[config.mk]
export PLATFORM = sky130hd
export DESIGN_NAME = unix_epoch_to_calendar_top
export DESIGN_NICKNAME = d
export VERILOG_FILES = /design/src/design/uecal_pkg.sv /design/src/design/uecal_ctrl.sv /design/src/design/uecal_dp.sv /design/src/design/unix_epoch_to_calendar_top.sv
export SDC_FILE = /design/constraint.sdc
export NUM_CORES = 1
export LEC_CHECK = 0
export BUFFER_PORTS_ARGS = -buffer_cell sky130_fd_sc_hd__clkbuf_2
export CORE_MARGIN = 5
export CORE_UTILIZATION = 55
export DETAILED_ROUTE_END_ITERATION = 7
export PLACE_DENSITY = 0.75
export SLEW_MARGIN = 20
export SYNTH_ARGS = -nofsm -noshare
export SYNTH_HDL_FRONTEND = slang
export SYNTH_SLANG_ARGS = --single-unit
[constraint.sdc]
create_clock -name clock -period 6.2 [get_ports clock]
set_clock_uncertainty 0.15 [all_clocks]
set_input_delay 0.93 -clock clock [delete_from_list [all_inputs] [get_ports clock]]
set_output_delay 0.93 -clock clock [all_outputs]
set_load 0.01 [all_outputs]
[src/design/uecal_pkg.sv]
// ----------------------------------------------------------------------------
// Epoch to calendar package
// Widths, constants, datapath opcodes and the month length table shared by
// the controller, the datapath and the top level.
// ----------------------------------------------------------------------------
package uecal_pkg;

   localparam int unsigned EPOCH_W  = 32;
   localparam int unsigned YEAR_W   = 12;
   localparam int unsigned MONTH_W  = 4;
   localparam int unsigned DAY_W    = 5;
   localparam int unsigned HOUR_W   = 5;
   localparam int unsigned MINUTE_W = 6;

   localparam int unsigned DAYS_W = 16;
   localparam int unsigned SOD_W  = 17;
   localparam int unsigned MOD_W  = 11;
   localparam int unsigned YLEN_W = 9;

   localparam logic [EPOCH_W-1:0] SECS_PER_DAY  = 32'd86400;
   localparam logic [MOD_W-1:0]   MINS_PER_HOUR = 11'd60;

   // Whole days: (seconds >> 7) / 675, by a rounded-up reciprocal of 675.
   localparam int unsigned DAY_PRE    = 7;
   localparam int unsigned DAY_SHIFT  = 35;
   localparam int unsigned DAY_PROD_W = 51;
   localparam logic [25:0] DAY_RECIP  = 26'd50903317;

   // Minute of the day: (seconds of the day >> 2) / 15.
   localparam int unsigned MOD_SHIFT  = 19;
   localparam int unsigned MOD_PROD_W = 31;
   localparam logic [15:0] MOD_RECIP  = 16'd34953;

   // Hour of the day: (minute of the day >> 2) / 15.
   localparam int unsigned HOUR_SHIFT  = 13;
   localparam int unsigned HOUR_PROD_W = 19;
   localparam logic [9:0]  HOUR_RECIP  = 10'd547;

   localparam logic [YEAR_W-1:0]  BASE_YEAR    = 12'd1970;
   localparam logic [1:0]         BASE_MOD4    = 2'd2;
   localparam logic [6:0]         BASE_MOD100  = 7'd70;
   localparam logic [8:0]         BASE_MOD400  = 9'd370;
   localparam logic [6:0]         LAST_MOD100  = 7'd99;
   localparam logic [8:0]         LAST_MOD400  = 9'd399;
   localparam logic [YLEN_W-1:0]  DAYS_LEAP    = 9'd366;
   localparam logic [YLEN_W-1:0]  DAYS_COMMON  = 9'd365;
   localparam logic [MONTH_W-1:0] JANUARY      = 4'd1;
   localparam logic [MONTH_W-1:0] FEBRUARY     = 4'd2;
   localparam logic [MONTH_W-1:0] DECEMBER     = 4'd12;
   localparam logic [DAYS_W-1:0]  LAST_DAY_IDX = 16'd30;

   typedef enum logic [3:0] {
      OP_NONE,
      OP_LOAD,
      OP_DAY_DIV,
      OP_DAY_REM,
      OP_MOD_DIV,
      OP_HOUR_DIV,
      OP_MIN_REM,
      OP_YEAR_STEP,
      OP_MONTH_STEP,
      OP_PUBLISH
   } op_type;

   typedef struct packed {
      logic year_done;
      logic month_done;
   } status_type;

   function automatic logic [DAY_W-1:0] month_length(input logic [MONTH_W-1:0] month,
                                                     input logic leap);
      logic [DAY_W-1:0] len;
      case (month)
         4'd1, 4'd3, 4'd5, 4'd7, 4'd8, 4'd10, 4'd12: len = 5'd31;
         4'd4, 4'd6, 4'd9, 4'd11:                    len = 5'd30;
         4'd2:                                       len = leap ? 5'd29 : 5'd28;
         default:                                    len = 5'd31;
      endcase
      return len;
   endfunction

endpackage

[src/design/uecal_ctrl.sv]
// ----------------------------------------------------------------------------
// Epoch to calendar controller
// Sequences the fixed division steps, the year and month reductions and the
// hand-over of the result to the output register.
// ----------------------------------------------------------------------------
module uecal_ctrl (
   input  logic                  clock,
   input  logic                  reset,
   input  logic                  req_valid,
   output logic                  req_ready,
   output logic                  rsp_valid,
   input  logic                  rsp_ready,
   input  uecal_pkg::status_type status,
   output uecal_pkg::op_type     op
);
   import uecal_pkg::*;

   typedef enum logic [3:0] {
      ST_IDLE,
      ST_DAY_DIV,
      ST_DAY_REM,
      ST_MOD_DIV,
      ST_HOUR_DIV,
      ST_MIN_REM,
      ST_YEAR,
      ST_MONTH,
      ST_FINISH
   } state_type;

   state_type         state_ff;
   logic              rsp_valid_ff;
   logic              out_free;

   assign out_free  = !rsp_valid_ff || rsp_ready;
   assign req_ready = (state_ff == ST_IDLE);
   assign rsp_valid = rsp_valid_ff;

   always_comb begin
      case (state_ff)
         ST_IDLE:     op = req_valid ? OP_LOAD : OP_NONE;
         ST_DAY_DIV:  op = OP_DAY_DIV;
         ST_DAY_REM:  op = OP_DAY_REM;
         ST_MOD_DIV:  op = OP_MOD_DIV;
         ST_HOUR_DIV: op = OP_HOUR_DIV;
         ST_MIN_REM:  op = OP_MIN_REM;
         ST_YEAR:     op = status.year_done ? OP_NONE : OP_YEAR_STEP;
         ST_MONTH:    op = status.month_done ? OP_NONE : OP_MONTH_STEP;
         ST_FINISH:   op = out_free ? OP_PUBLISH : OP_NONE;
         default:     op = OP_NONE;
      endcase
   end

   always_ff @(posedge clock) begin
      if (reset) begin
         state_ff     <= ST_IDLE;
         rsp_valid_ff <= 1'b0;
      end else begin
         // The result moves to the output register once it is free.
         if ((state_ff == ST_FINISH) && out_free) begin
            rsp_valid_ff <= 1'b1;
         end else if (rsp_ready) begin
            rsp_valid_ff <= 1'b0;
         end
         case (state_ff)
            ST_IDLE: begin
               if (req_valid) begin
                  state_ff <= ST_DAY_DIV;
               end
            end
            ST_DAY_DIV: begin
               state_ff <= ST_DAY_REM;
            end
            ST_DAY_REM: begin
               state_ff <= ST_MOD_DIV;
            end
            ST_MOD_DIV: begin
               state_ff <= ST_HOUR_DIV;
            end
            ST_HOUR_DIV: begin
               state_ff <= ST_MIN_REM;
            end
            ST_MIN_REM: begin
               state_ff <= ST_YEAR;
            end
            ST_YEAR: begin
               if (status.year_done) begin
                  state_ff <= ST_MONTH;
               end
            end
            ST_MONTH: begin
               if (status.month_done) begin
                  state_ff <= ST_FINISH;
               end
            end
            ST_FINISH: begin
               if (out_free) begin
                  state_ff <= ST_IDLE;
               end
            end
            default: begin
               state_ff <= ST_IDLE;
            end
         endcase
      end
   end

endmodule

[src/design/uecal_dp.sv]
// ----------------------------------------------------------------------------
// Epoch to calendar datapath
// Reciprocal-multiply dividers for days, minutes and hours, year and month
// subtractors with leap tracking, and the output register.
// ----------------------------------------------------------------------------
module uecal_dp (
   input  logic                               clock,
   input  uecal_pkg::op_type                  op,
   output uecal_pkg::status_type              status,
   input  logic [uecal_pkg::EPOCH_W-1:0]      req_epoch_seconds,
   output logic [uecal_pkg::YEAR_W-1:0]       rsp_cal_year,
   output logic [uecal_pkg::MONTH_W-1:0]      rsp_cal_month,
   output logic [uecal_pkg::DAY_W-1:0]        rsp_cal_day,
   output logic [uecal_pkg::HOUR_W-1:0]       rsp_cal_hour,
   output logic [uecal_pkg::MINUTE_W-1:0]     rsp_cal_minute
);
   import uecal_pkg::*;

   logic [EPOCH_W-1:0]  secs_ff;
   logic [DAYS_W-1:0]   days_ff;
   logic [SOD_W-1:0]    sod_ff;
   logic [MOD_W-1:0]    mod_ff;
   logic [HOUR_W-1:0]   hour_ff;
   logic [MINUTE_W-1:0] minute_ff;
   logic [YEAR_W-1:0]   year_ff;
   logic [MONTH_W-1:0]  month_ff;
   logic [1:0]          mod4_ff;
   logic [6:0]          mod100_ff;
   logic [8:0]          mod400_ff;

   logic [YEAR_W-1:0]   out_year_ff;
   logic [MONTH_W-1:0]  out_month_ff;
   logic [DAY_W-1:0]    out_day_ff;
   logic [HOUR_W-1:0]   out_hour_ff;
   logic [MINUTE_W-1:0] out_minute_ff;

   logic [DAY_PROD_W-1:0]  day_prod;
   logic [EPOCH_W-1:0]     day_secs;
   logic [EPOCH_W-1:0]     sod_full;
   logic [MOD_PROD_W-1:0]  mod_prod;
   logic [HOUR_PROD_W-1:0] hour_prod;
   logic [MOD_W-1:0]       min_full;
   logic                   leap;
   logic [YLEN_W-1:0]      ylen;
   logic [DAY_W-1:0]       mlen;
   logic [DAY_W-1:0]       day_idx;

   // The reciprocals are rounded up; the rounding error stays small enough
   // that the quotient is exact over the whole input range of each step.
   assign day_prod  = DAY_PROD_W'(secs_ff[EPOCH_W-1:DAY_PRE]) * DAY_PROD_W'(DAY_RECIP);
   assign day_secs  = EPOCH_W'(days_ff) * SECS_PER_DAY;
   assign sod_full  = secs_ff - day_secs;
   assign mod_prod  = MOD_PROD_W'(sod_ff[SOD_W-1:2]) * MOD_PROD_W'(MOD_RECIP);
   assign hour_prod = HOUR_PROD_W'(mod_ff[MOD_W-1:2]) * HOUR_PROD_W'(HOUR_RECIP);
   assign min_full  = mod_ff - MOD_W'(hour_ff) * MINS_PER_HOUR;

   assign leap = ((mod4_ff == 2'd0) && (mod100_ff != 7'd0)) || (mod400_ff == 9'd0);
   assign ylen = leap ? DAYS_LEAP : DAYS_COMMON;
   assign mlen = month_length(month_ff, leap);

   assign status.year_done  = (days_ff < DAYS_W'(ylen));
   assign status.month_done = (month_ff == DECEMBER) || (days_ff < DAYS_W'(mlen));

   assign day_idx = (days_ff > LAST_DAY_IDX) ? LAST_DAY_IDX[DAY_W-1:0] : days_ff[DAY_W-1:0];

   always_ff @(posedge clock) begin
      case (op)
         OP_LOAD: begin
            secs_ff   <= req_epoch_seconds;
            year_ff   <= BASE_YEAR;
            month_ff  <= JANUARY;
            mod4_ff   <= BASE_MOD4;
            mod100_ff <= BASE_MOD100;
            mod400_ff <= BASE_MOD400;
         end
         OP_DAY_DIV: begin
            days_ff <= day_prod[DAY_SHIFT+DAYS_W-1:DAY_SHIFT];
         end
         OP_DAY_REM: begin
            sod_ff <= sod_full[SOD_W-1:0];
         end
         OP_MOD_DIV: begin
            mod_ff <= mod_prod[MOD_SHIFT+MOD_W-1:MOD_SHIFT];
         end
         OP_HOUR_DIV: begin
            hour_ff <= hour_prod[HOUR_SHIFT+HOUR_W-1:HOUR_SHIFT];
         end
         OP_MIN_REM: begin
            minute_ff <= min_full[MINUTE_W-1:0];
         end
         OP_YEAR_STEP: begin
            days_ff   <= days_ff - DAYS_W'(ylen);
            year_ff   <= year_ff + 12'd1;
            mod4_ff   <= mod4_ff + 2'd1;
            mod100_ff <= (mod100_ff == LAST_MOD100) ? 7'd0 : mod100_ff + 7'd1;
            mod400_ff <= (mod400_ff == LAST_MOD400) ? 9'd0 : mod400_ff + 9'd1;
         end
         OP_MONTH_STEP: begin
            days_ff  <= days_ff - DAYS_W'(mlen);
            month_ff <= month_ff + 4'd1;
         end
         OP_PUBLISH: begin
            out_year_ff   <= year_ff;
            out_month_ff  <= month_ff;
            out_day_ff    <= day_idx + 5'd1;
            out_hour_ff   <= hour_ff;
            out_minute_ff <= minute_ff;
         end
         default: begin
         end
      endcase
   end

   assign rsp_cal_year   = out_year_ff;
   assign rsp_cal_month  = out_month_ff;
   assign rsp_cal_day    = out_day_ff;
   assign rsp_cal_hour   = out_hour_ff;
   assign rsp_cal_minute = out_minute_ff;

endmodule

[src/design/unix_epoch_to_calendar_top.sv]
// An accepted item runs through the division steps, then Y year steps and M month steps,
// where Y (0..136) is the number of whole years and M (0..11) the number of whole months
// subtracted, before rsp_valid rises. No new item is taken in until the last one is published.
// A finished item waits in the output register while the next one is taken in.
// Synchronous active-high reset returns the controller to idle and clears rsp_valid.
// ----------------------------------------------------------------------------
// Unix epoch to calendar converter
// Converts an unsigned 32-bit seconds count to UTC year, month, day, hour and
// minute using a controller and a shared iterative datapath.
// ----------------------------------------------------------------------------
module unix_epoch_to_calendar_top (
   input  logic                           clock,
   input  logic                           reset,
   input  logic                           req_valid,
   output logic                           req_ready,
   input  logic [uecal_pkg::EPOCH_W-1:0]  req_epoch_seconds,
   output logic                           rsp_valid,
   input  logic                           rsp_ready,
   output logic [uecal_pkg::YEAR_W-1:0]   rsp_cal_year,
   output logic [uecal_pkg::MONTH_W-1:0]  rsp_cal_month,
   output logic [uecal_pkg::DAY_W-1:0]    rsp_cal_day,
   output logic [uecal_pkg::HOUR_W-1:0]   rsp_cal_hour,
   output logic [uecal_pkg::MINUTE_W-1:0] rsp_cal_minute
);
   import uecal_pkg::*;

   op_type     op;
   status_type status;

   uecal_ctrl u_ctrl (
      .clock     (clock),
      .reset     (reset),
      .req_valid (req_valid),
      .req_ready (req_ready),
      .rsp_valid (rsp_valid),
      .rsp_ready (rsp_ready),
      .status    (status),
      .op        (op)
   );

   uecal_dp u_dp (
      .clock             (clock),
      .op                (op),
      .status            (status),
      .req_epoch_seconds (req_epoch_seconds),
      .rsp_cal_year      (rsp_cal_year),
      .rsp_cal_month     (rsp_cal_month),
      .rsp_cal_day       (rsp_cal_day),
      .rsp_cal_hour      (rsp_cal_hour),
      .rsp_cal_minute    (rsp_cal_minute)
   );

   // The controller is busy in the cycle after it takes an item.
   a_busy_after_accept: assert property (@(posedge clock) disable iff (reset)
      (req_valid && req_ready) |=> !req_ready)
      else $error("input still ready after an item was accepted");

   a_year_range: assert property (@(posedge clock) disable iff (reset)
      rsp_valid |-> (rsp_cal_year >= BASE_YEAR) && (rsp_cal_year <= 12'd2106))
      else $error("year out of range");

   a_month_range: assert property (@(posedge clock) disable iff (reset)
      rsp_valid |-> (rsp_cal_month >= JANUARY) && (rsp_cal_month <= DECEMBER))
      else $error("month out of range");

   a_time_range: assert property (@(posedge clock) disable iff (reset)
      rsp_valid |-> (rsp_cal_hour <= 5'd23) && (rsp_cal_minute <= 6'd59)
                    && (rsp_cal_day != 5'd0))
      else $error("time of day or day of month out of range");

endmodule
==> impl_metrics.json <==
{
  "dieHeight_um": 202,
  "die-area_um2": 40900,
  "slowest_delay_ns": 0.60,
  "status": "finished, violations left",
  "drc": 0,
  "clk_latency_ns": 0.45,
  "finalSetupViolations": 10,
  "ant_nets": 0,
  "ys_ff_latch": 154,
  "rsz0062_at_grt": "yes",
  "relSlewSlack_pct": 45.1,
  "vias_per_cell": 5.42,
  "design_area_um2": 24000,
  "cts_tree": "yes",
  "critPathSlowestCell": "fa_1",
  "grt_pass1_vias": 15606,
  "drt_first_iter_violations": 733,
  "synth_cells": 1946,
  "netlist_area_um2": 20300,
  "diodes": 0,
  "synth_edf_count": 149,
  "dpl-instance-area_um2": 22300,
  "vias": 14532,
  "crit_fanout": 5,
  "die_w_um": 202,
  "htreeDepth": 4,
  "worstPathArrival_ns": 6.38,
  "worst_pin_slew_ns": 0.823,
  "rows": 70,
  "first_pass_iters": 5,
  "fin_ws_ns": -0.172,
  "synth_compound_area_share_pct": 8.54,
  "gp_congestion": 0.943,
  "cts_buffers": 17,
  "grt_pass1_wl_mm": 77.1,
  "synth_area_leaders": "ha_1 (28%), edfxtp_1 (22%), fa_1 (21%)",
  "overflow": 0,
  "synth_mux_area_share_pct": 0.154,
  "hold_viol": 0,
  "cts_num_sinks": 154,
  "syn_nets": 2656,
  "yosys.area_share.xor_xnor_pct": 3.53,
  "ys.flop_type": "edfxtp_1",
  "ys_warn_count": 0,
  "grt_max_degree": 31,
  "wl_mm": 47.3,
  "synth_top_family_by_area": "adder cells",
  "crit_path_end_kind": "register",
  "yosys.area_share.adder_pct": 49.5,
  "grt_usage_pct": 23.4,
  "nets": 2912,
  "holdWs_ns": 0.263,
  "wl_per_cell_um": 17.6,
  "coreArea_um2": 36500,
  "synth_commonest_cells": "inv_1 (473), ha_1 (458), fa_1 (216)",
  "crit_type": "register to register",
  "critPathMostFrequentCell": "fa_1",
  "clk_path_buf_depth": 2,
  "slew_viol_final": 0,
  "antenna_found_initial": 0,
  "fmax_mhz": 157,
  "min_period_over_period_pct": 103,
  "synth.avg_cell_area_um2": 10.4,
  "cts-root-buf": "clkbuf_16",
  "dp_hpwl_mm": 38.1,
  "async_flop_share_pct": 0,
  "drive_above_1_share_pct": 19.0,
  "yosys.cell_count.top_type": "inv_1",
  "areaGrowthSynthToFinish_pct": 18.2,
  "violations": "setup timing",
  "ys_types": 71,
  "finalSetupTns_ns": -0.835,
  "required_ns": 6.20,
  "ios": 70,
  "synth-simple-area-share_pct": 6.67,
  "clkTransAtPathRegs_ns": 0.07,
  "path_cells": "fa_1 -> ha_4 -> fa_1 -> fa_1 -> inv_1 -> fa_1 -> fa_1 -> fa_1 -> inv_1 -> ha_1 -> a21o_1 -> o21bai_1 -> a211o_1 -> a21oi_2 -> o21a_1 -> nand2_4 -> a221oi_4 -> xor2_1 -> o221ai_1",
  "min_period_ns": 6.37,
  "start_util_pct": 55.6,
  "yosys.area.top_type_share_pct": 28.2,
  "maxCapViolations": 0,
  "start_kind": "register",
  "synth_largest_area_cell": "ha_1",
  "ys_seq_area_share_pct": 22.5,
  "min_path_type": "register to register",
  "port_buffers": 67
}
registers in the layout (all words and copies together), names as in the netlist, 6 cells and up:
| register | cells |
|---|---|
| u_dp.mod400_ff | 9 |
| u_dp.secs_ff | 30 |
| u_dp.year_ff | 12 |
| u_dp.mod100_ff | 7 |
| u_dp.rsp_cal_minute | 6 |
| u_dp.minute_ff | 6 |
| u_dp.sod_ff | 15 |
| u_dp.rsp_cal_year | 12 |
| u_dp.days_ff | 16 |
| u_dp.mod_ff | 11 |
layer usage:
| metal | vias to the layer above | global-route usage, % | wire, µm |
|---|---|---|---|
| li1 | 6984 | - | - |
| met1 | 7080 | 29.1 | 19800 |
| met2 | 357 | 41.9 | 23900 |
| met3 | 111 | 2.76 | 1670 |
| met5 | - | 0 | 0 |
| met4 | 0 | 9.21 | 1860 |
cells in the final DEF (no fill, tap or decap), types with 8 or more instances in the layout:
master / n
nand4_1: 12
nand2b_1: 11
o21bai_1: 12
o211ai_1: 9
xnor2_1: 43
nor3_1: 17
xor2_1: 34
o22ai_1: 9
ha_4: 27
clkbuf_2: 67
nand3_1: 27
o21ai_1: 13
o221ai_1: 9
inv_1: 452
fa_1: 210
inv_2: 21
nor2b_1: 8
nor2_1: 73
edfxtp_1: 149
and3_1: 11
ha_1: 425
buf_6: 14
nand2_1: 71
o21ai_0: 32
a21oi_2: 18
a21o_1: 33
o21a_1: 13
clkbuf_16: 17
a21oi_1: 59
buf_4: 172
cells by family after synthesis:
kind of cell / count (synthesis)
adders and majority gates: 674
and+or+nand+nor: 276
DFF: 154
muxes: 3
buffers and inverters: 491
xor gates and xnor gates: 82
AOI/OAI and AO/OA: 266
area by class of cell:
type	count	area, µm²
clock buffer	17	425
sequential	154	4570
timing repair buffer	255	1820
multi-input combinational	1301	14700
clock inverter	15	156
inverter	473	1780
tap	468	586
fill	2686	12500
stage by stage:
| step | util, % | setup WS [ns] | std cells |
|---|---|---|---|
| 3_5_place_dp | 61.2 | -0.381 | 2614 |
| 4_1_cts | 64.3 | -0.0157 | 2666 |
| 6_report | 65.7 | -0.172 | 2683 |
| 5_1_grt | 65.7 | -0.369 | 2683 |
| 3_3_place_gp | 61.2 | -0.335 | 2614 |
| 2_1_floorplan | - | 0.00585 | 1946 |
worst max-delay path, delay by kind of cell (launching register included):
family / cells / cell delay [ns]
xor gates and xnor gates: 1 / 0.23
buffers and inverters: 2 / 0.10
adders and majority gates: 8 / 3.55
DFF: 1 / 0.51
AOI/OAI and AO/OA: 7 / 1.44
and+or+nand+nor: 1 / 0.09
timing repair:
item | 4_1_cts | 5_1_grt
endpoints found under the setup margin | 16 | 16
resized for setup | 76 | 82
pin swaps | 72 | 83
buffers inserted | 23 | 18
hold buffers | 0 | 0
final timing paths:
| kind | slack [ns] | endpoint | cells after the start | from |
|---|---|---|---|---|
| worst max-delay path | -0.17 | u_dp.days_ff[9]$_DFFE_PP_ | 19 | u_dp.secs_ff[25]$_DFFE_PP_ |
| worst min-delay path | 0.26 | u_dp.rsp_cal_hour[4]$_DFFE_PN_ | 0 | u_dp.hour_ff[4]$_DFFE_PN_ |
| worst max register to register | -0.17 | u_dp.days_ff[9]$_DFFE_PP_ | 19 | u_dp.secs_ff[25]$_DFFE_PP_ |
| worst min register to register | 0.26 | u_dp.rsp_cal_hour[4]$_DFFE_PN_ | 0 | u_dp.hour_ff[4]$_DFFE_PN_ |
Power is left out: the tool's default activity adds up to more than one toggle a clock period on the data nets, which glitch-free logic cannot reach.
